**config.mk**
```make
export PLATFORM = sky130hd
export DESIGN_NAME = tcpq_ram
export DESIGN_NICKNAME = d
export VERILOG_FILES = /design/src/rtl/two_class_priority_queue_core_macros.svh /design/src/rtl/tcpq_pkg.sv /design/src/rtl/tcpq_ram.sv
export SDC_FILE = /design/constraint.sdc
export NUM_CORES = 1
export LEC_CHECK = 0
export ABC_AREA = 1
export ABC_CLOCK_PERIOD_IN_PS = 2700
export BUFFER_PORTS_ARGS = -buffer_cell sky130_fd_sc_hd__buf_4
export CAP_MARGIN = 25
export CORE_MARGIN = 5
export CORE_UTILIZATION = 40
export DETAILED_ROUTE_END_ITERATION = 10
export SLEW_MARGIN = 20
export SYNTH_ARGS = -nofsm -noshare
export SYNTH_HDL_FRONTEND = slang
export SYNTH_SLANG_ARGS = --single-unit
```
**constraint.sdc**
```tcl
create_clock -name i_clk -period 2.7 [get_ports i_clk]
set_input_delay 0.81 -clock i_clk [delete_from_list [all_inputs] [get_ports i_clk]]
set_output_delay 0.81 -clock i_clk [all_outputs]
set_load 0.02 [all_outputs]
```
**src/rtl/two_class_priority_queue_core_macros.svh**
```systemverilog
// Assertion macros shared by the two-class priority queue RTL.
`ifndef TWO_CLASS_PRIORITY_QUEUE_CORE_MACROS_SVH
`define TWO_CLASS_PRIORITY_QUEUE_CORE_MACROS_SVH

// The consequent must hold in the same cycle as the antecedent.
`define TCPQ_ASSERT_SAME(name, clk, rst_n, ante, cons, msg) \
    name: assert property (@(posedge clk) disable iff (!rst_n) (ante) |-> (cons)) \
        else $error(msg);

// The consequent must hold in the cycle after the antecedent.
`define TCPQ_ASSERT_NEXT(name, clk, rst_n, ante, cons, msg) \
    name: assert property (@(posedge clk) disable iff (!rst_n) (ante) |=> (cons)) \
        else $error(msg);

`endif

```
**src/rtl/tcpq_pkg.sv**
```systemverilog
// Types, codes and default sizes of the two-class priority queue.
`default_nettype none
package tcpq_pkg;

    localparam int unsigned DEPTH_DEF    = 16;
    localparam int unsigned TAG_BITS_DEF = 32;

    typedef logic [2:0] t_status;

    localparam logic     KIND_ARRIVE = 1'b0;
    localparam logic     KIND_SERVE  = 1'b1;

    localparam logic [1:0] CLASS_HIGH = 2'd1;
    localparam logic [1:0] CLASS_LOW  = 2'd2;

    localparam t_status ST_ACCEPTED = 3'd0;
    localparam t_status ST_SERVED   = 3'd1;
    localparam t_status ST_EMPTY    = 3'd2;
    localparam t_status ST_FULL     = 3'd3;
    localparam t_status ST_INVALID  = 3'd4;

    typedef struct packed {
        logic        kind;
        logic [1:0]  class_code;
        logic [31:0] entry_tag;
    } t_in_item;

    typedef struct packed {
        t_status     status;
        logic [31:0] served_tag;
        logic        served_class;
    } t_out_item;

endpackage
`default_nettype wire

```
**src/rtl/tcpq_ram.sv**
```systemverilog
// Simple dual-port RAM with one write port and one registered read port.
`default_nettype none
module tcpq_ram #(
    parameter int unsigned WIDTH = tcpq_pkg::TAG_BITS_DEF,
    parameter int unsigned DEPTH = tcpq_pkg::DEPTH_DEF
) (
    input  wire logic                     i_clk,
    input  wire logic                     i_wr_en,
    input  wire logic [$clog2(DEPTH)-1:0] i_wr_addr,
    input  wire logic [WIDTH-1:0]         i_wr_data,
    input  wire logic                     i_rd_en,
    input  wire logic [$clog2(DEPTH)-1:0] i_rd_addr,
    output logic      [WIDTH-1:0]         o_rd_data
);
    logic [WIDTH-1:0] r_mem [DEPTH];

    always_ff @(posedge i_clk) begin
        if (i_wr_en) begin
            r_mem[i_wr_addr] <= i_wr_data;
        end
        // Read data holds until the next read, so a stalled item keeps its tag.
        if (i_rd_en) begin
            o_rd_data <= r_mem[i_rd_addr];
        end
    end
endmodule
`default_nettype wire

```
* Yosys cells after proc, flatten, opt, wreduce, memory -nomap -nowiden
Memory sizes are Yosys's and may differ from the RTL's. A register that Yosys moved wholly into a read port is not among the register bits. Cells that the tools add are included.
Storage, ports and cells: flip-flop bits (word level) 0, RAM bits 512, output and inout bits 32, memories 1
Operators by class: muxes and demuxes 2
Memory list:
- r_mem | words 16, bits a word 32, read ports 1, clocked after memory_dff 1, write ports 1, line tcpq_ram.sv:15 | logic [WIDTH-1:0] r_mem [DEPTH];
Operators with widths (number):
- two-way mux 1 bit | 2

* Logic depth before layout (Yosys ltp)
Gate-level depths: netlist of the first run.
depth in word-level cells 2, depth in mapped cells 10

* Worst setup path before layout of the first run
No wires, ideal clock.
kind in2reg, start in i_wr_addr[2], end mem r_mem[10][0] in the netlist's numbering (enable), library setup time 0.421 ns, arrival time 2.382 ns, required time 2.279 ns, slack -0.103 ns, stages on the path 2, buffers on the path 0, cells stage by stage nand3b_1 > nor2_1
RTL lines:
- from (decl) | line tcpq_ram.sv:9 | input wire logic [$clog2(DEPTH)-1:0] i_wr_addr,
- to (decl) | line tcpq_ram.sv:15
Straight into the memory's write port.

* Worst setup path after layout of the first run
start reg o_rd_data[10] (read register of r_mem), end out o_rd_data[10]
RTL lines:
- from (decl) | line tcpq_ram.sv:13 | output logic [WIDTH-1:0] o_rd_data
No word-level cell between the ends.

==> results of run 1 <==
## power breakdown
group / internal [mW] / switching, mW
Clock: 4.11 / 3.04
Combinational: 0.364 / 0.809
Sequential: 9.51 / 0.0581
## cell usage after synthesis, drive strengths merged
cell / instances / area (sq um)
nand3: 385 / 1930
nor2: 17 / 63.8
nand3b: 2 / 15.0
buf: 91 / 649
clkbuf: 14 / 52.6
inv: 390 / 1470
edfxtp: 544 / 16300
nand2: 677 / 2540
## registers in the layout (all words and copies together), names as in the netlist
signal and cells:
o_rd_data 32, r_mem 512
## through the flow
step	setup TNS, ps	utilization [%]	instance area, sq um	setup slack, ps
6_report	0	45.9	26300	588
5_1_grt	0	45.9	26300	572
4_1_cts	0	45.9	26300	578
3_5_place_dp	0	43.0	24700	462
3_3_place_gp	0	43.0	24700	460
2_1_floorplan	-32750	-	23100	-103
## per-layer routing
layer / global-route usage, % / wire [um] / vias up / share of wire, %
met1: 24.7 / 24900 / 7114 / 45
met2: 28.7 / 26300 / 420 / 47
met4: 4.41 / 1180 / 2 / 2.1
met5: 0 / 13 / - / 0.023
met3: 3.03 / 3330 / 91 / 6.0
li1: - / - / 6998 / -
## logic make-up after synthesis
family	count (synthesis)	share of synthesized area, %
AND/OR/NAND/NOR	1081	19.7
flip-flops	544	70.9
buffers and inverters	495	9.41
## worst max path at each step
stage,startpoint,end,cells after the start
4_1_cts,o_rd_data[10],o_rd_data[10],1
3_5_place_dp,i_rd_addr[0],o_rd_data[24],8
2_1_floorplan,i_wr_addr[2],r_mem[10][0],2
5_1_grt,o_rd_data[10],o_rd_data[10],1
3_3_place_gp,i_rd_addr[0],o_rd_data[23],8
6_report,o_rd_data[10],o_rd_data[10],1
## layout make-up
type,instances,area [sq um]
Timing Repair Buffer,115,1230
Clock inverter,28,209
Multi-Input combinational cell,1081,4670
Sequential cell,544,16300
Clock buffer,68,1470
Tap cell,765,957
Fill cell,5117,31000
Inverter,390,1470
==> impl_metrics.tcl, run 1 <==
set metrics [dict create \
    status "finished, final reports clean" \
    hold_depth 1 \
    cts_sinks 544 \
    die-area_sq_um 62500 \
    critPathKind "flip-flop to output port" \
    max_freq_mhz 473 \
    areaGrowthSynthToFinish_pct 14.3 \
    yosysWarnings 0 \
    gp_congestion 0.759 \
    htreeDepth 2 \
    initial_core_util_pct 40.2 \
    row_count 88 \
    num_vias 14625 \
    dp_hpwl_um 26200 \
    worstSkewPairLatency_ps 600 \
    path_cells "buf_4" \
    vias_per_cell 4.89 \
    worst-r2r-setup-slack_ps 1570 \
    critPathMaxStageDelay_ps 500 \
    holdCritPathClass "input pin to flip-flop" \
    post-cts-setup-buffers 0 \
    endpoint_kind "output port" \
    cts_buffers 54 \
    dr.pass1.iters 5 \
    die_h_um 250 \
    avgSynthCellArea_sq_um 10.9 \
    power-per-cell-area_nw_per_um2 679 \
    grt_max_degree 131 \
    antenna_found_initial 1 \
    clock_skew_ps 9.97 \
    drv_cap 0 \
    whs_ps 513 \
    dp_cells 2895 \
    cp.arrival_ps 1300 \
    setup_viol 0 \
    final_common_cell "nand2_1" \
    ant_nets 0 \
    grt_pass1_vias 14049 \
    root_buffer "clkbuf_16" \
    io_buffers 74 \
    io_pins 75 \
    crit_fanout 1 \
    total_power_mw 17.9 \
    syn_nets 2163 \
    power_leakage_nw 11.0 \
    grt_setup_unrepaired "no" \
    finalMaxSlewViolations 0 \
    layout_common_cells "nand2_1 (677), edfxtp_1 (544), inv_1 (386)" \
    drive_gt1_share_pct 9.48 \
    worst-path-buf-inv 1 \
    grt_util_all_layers_pct 17.5 \
    r2r-start "r_mem[4][26]" \
    overflow 0 \
    stdcell_count 2991 \
    diodes 0 \
    whs_endpoint "r_mem[14][19]" \
    yosysSeqAreaShare_pct 70.9 \
    critPathLaunchType "flip-flop" \
    fin_crit_ps 2110 \
    nNetsFinal 2229 \
    crit_family "flip-flops" \
    grt_pass1_wl_um 84300 \
    r2r-end "o_rd_data[26]" \
    cts_tree "done" \
    drc_errors 0 \
    clock_path_buffers 3 \
    post-route-period-util_pct 78.2 \
    ys_types 14 \
    synth_seq_cells 544 \
    wl_um 55700 \
    coreArea_sq_um 57400 \
    synthCells 2120 \
    hold_path.startpoint "i_wr_data[19]" \
    synth_area_sq_um 23100 \
    post_drt_wl_per_cell_um 18.6 \
    cts_resized 0 \
    ir_drop_v 0.000483 \
    die_w_um 250 \
    clk_pin_slew_ps 60 \
    cts_hold_buffers 0 \
    worstRegToRegCells 6 \
    slew_headroom_pct 47.7 \
    worst_pin_slew_ps 784 \
    drtIter0Drc 1337 \
    crit_required_ps 1890 \
    hold_violations 0 \
    slowest_stage "edfxtp_1" \
]
No activity file was read; power rests on OpenSTA's default activity.
==> run 2: changes to the inputs <==
--- a/config.mk
+++ b/config.mk
@@ -6,7 +6,7 @@
 export NUM_CORES = 1
 export LEC_CHECK = 0
 export ABC_AREA = 1
-export ABC_CLOCK_PERIOD_IN_PS = 2700
+export ABC_CLOCK_PERIOD_IN_PS = 2100
 export BUFFER_PORTS_ARGS = -buffer_cell sky130_fd_sc_hd__buf_4
 export CAP_MARGIN = 25
 export CORE_MARGIN = 5
==> constraint.sdc (replaced) <==
create_clock -name i_clk -period 2.1 [get_ports i_clk]
set_input_delay 0.63 -clock i_clk [delete_from_list [all_inputs] [get_ports i_clk]]
set_output_delay 0.63 -clock i_clk [all_outputs]
set_load 0.02 [all_outputs]
==> run 2 against run 1 <==
- largest power group unchanged
- die area unchanged
- clock skew increased by 4.9 ps
- combinational power increased by 35%
- cell count increased by 0.77%
- via count increased by 0.59%
- critical path type unchanged
- count of clock-buffer cells in the layout decreased by 3
- flip-flop and latch count unchanged
- first-iteration DRC count increased by 0.82%
==> impl_metrics.tcl, run 2 (synthesis results as in run 1) <==
set metrics [dict create \
    io_buffers 74 \
    worst_pin_slew_ps 423 \
    gp_congestion 0.759 \
    areaGrowthSynthToFinish_pct 16.2 \
    cts_hold_buffers 0 \
    cts_sinks 544 \
    hold_violations 0 \
    seq_area_sq_um 16300 \
    post_drt_wl_per_cell_um 18.4 \
    antenna_found_initial 3 \
    pre_cts_ws_ps 108 \
    status "finished, final reports clean" \
    drtIter0Drc 1348 \
    drive_gt1_share_pct 10.1 \
    multi_input_area_sq_um 4670 \
    fin_crit_ps 1910 \
    crit_required_ps 1470 \
    power-per-cell-area_nw_per_um2 866 \
    post-route-period-util_pct 90.7 \
    initial_core_util_pct 40.2 \
    reg_top3 "r_mem (512), o_rd_data (32)" \
    slew_headroom_pct 71.8 \
    worst-r2r-setup-slack_ps 960 \
    finalWorstSetupSlack_ps 195 \
    clock_path_buffers 3 \
    regMostFlops "r_mem" \
    finalMaxSlewViolations 0 \
    critPathLaunchType "flip-flop" \
    power_leakage_nw 11.2 \
    whs_endpoint "r_mem[5][17]" \
    nNetsFinal 2253 \
    worstRegToRegCells 6 \
    cts_buffers 54 \
    ir_drop_v 0.000703 \
    vias_per_cell 4.88 \
    clk_pin_slew_ps 60 \
    clock_skew_ps 14.9 \
    dp_cells 2919 \
    dr.pass1.iters 5 \
    worstSkewPairLatency_ps 590 \
    finish.utilization_pct 46.7 \
    r2r-end "o_rd_data[23]" \
    stdcell_count 3014 \
    coreArea_sq_um 57400 \
    max_freq_mhz 525 \
    nFillCells 5082 \
    overflow 0 \
    ant_nets 0 \
    dp_hpwl_um 30500 \
    io_pins 75 \
    crit_family "flip-flops" \
    root_buffer "clkbuf_16" \
    cts_tree "done" \
    die_h_um 250 \
    post-cts-setup-buffers 0 \
    worst-path-buf-inv 1 \
    setup_viol 0 \
    grt_pass1_wl_um 85300 \
    total_power_mw 23.2 \
    htreeDepth 2 \
    row_count 88 \
    die-area_sq_um 62500 \
    num_vias 14712 \
    grt_util_all_layers_pct 17.5 \
    crit_fanout 1 \
    largest_reg_flops 512 \
    final_common_cell "nand2_1" \
    holdCritPathClass "input pin to flip-flop" \
    slowest_stage "edfxtp_1" \
    grt_pass1_vias 14199 \
    die_w_um 250 \
    critPathKind "flip-flop to output port" \
    tns_ps 0 \
    critPathMaxStageDelay_ps 480 \
    r2r-start "r_mem[15][23]" \
    wl_um 55500 \
    endpoint_kind "output port" \
    cts_resized 0 \
    hold_path.startpoint "i_wr_data[17]" \
    grt_setup_unrepaired "no" \
    grt_max_degree 90 \
    hold_depth 1 \
    layout_common_cells "nand2_1 (677), edfxtp_1 (544), inv_1 (386)" \
    drc_errors 0 \
    path_cells "buf_4" \
    drv_cap 0 \
    cp.arrival_ps 1280 \
]
-- run 2: worst max-delay path by stage --
stage,startpoint,endpoint,depth (start not counted)
6_report,o_rd_data[11],o_rd_data[11],1
5_1_grt,o_rd_data[9],o_rd_data[9],1
4_1_cts,o_rd_data[9],o_rd_data[9],1
3_5_place_dp,i_rd_addr[0],o_rd_data[6],8
3_3_place_gp,i_rd_addr[0],o_rd_data[1],8
2_1_floorplan,i_wr_addr[0],r_mem[12][0],3
-- run 2: metrics by stage --
step / hold slack, ps / cell area (sq um)
after floorplan: 683 / 23100
after global placement: 709 / 25100
after detailed placement: 717 / 25100
after CTS: 300 / 26800
after global routing: 322 / 26800
final: 338 / 26800
-- run 2: layer usage --
layer  vias up  global-route usage, %  wire length (um)
li1       7062                      -                 -
met1      7156                   24.5             24300
met2       415                   28.6             26400
met3        77                   3.30              3740
met4         2                   4.15              1080
met5         -                      0                16
-- run 2: power breakdown --
part	switching [mW]	leakage (nW)	internal (mW)	total, mW
registers	0.0752	4.94	12.2	12.3
clock network	3.93	0.811	5.37	9.30
logic	1.06	5.43	0.522	1.58
total	5.07	11.2	18.1	23.2
-- run 2: area by class of cell --
cell class                      instances  share of cell area, %
Clock buffer                           65                   5.28
Multi-Input combinational cell       1081                   17.4
Antenna cell                            1                0.00934
Sequential cell                       544                   61.0
Clock inverter                         29                  0.999
Inverter                              390                   5.49
Tap cell                              765                   3.57
Timing Repair Buffer                  139                   6.25
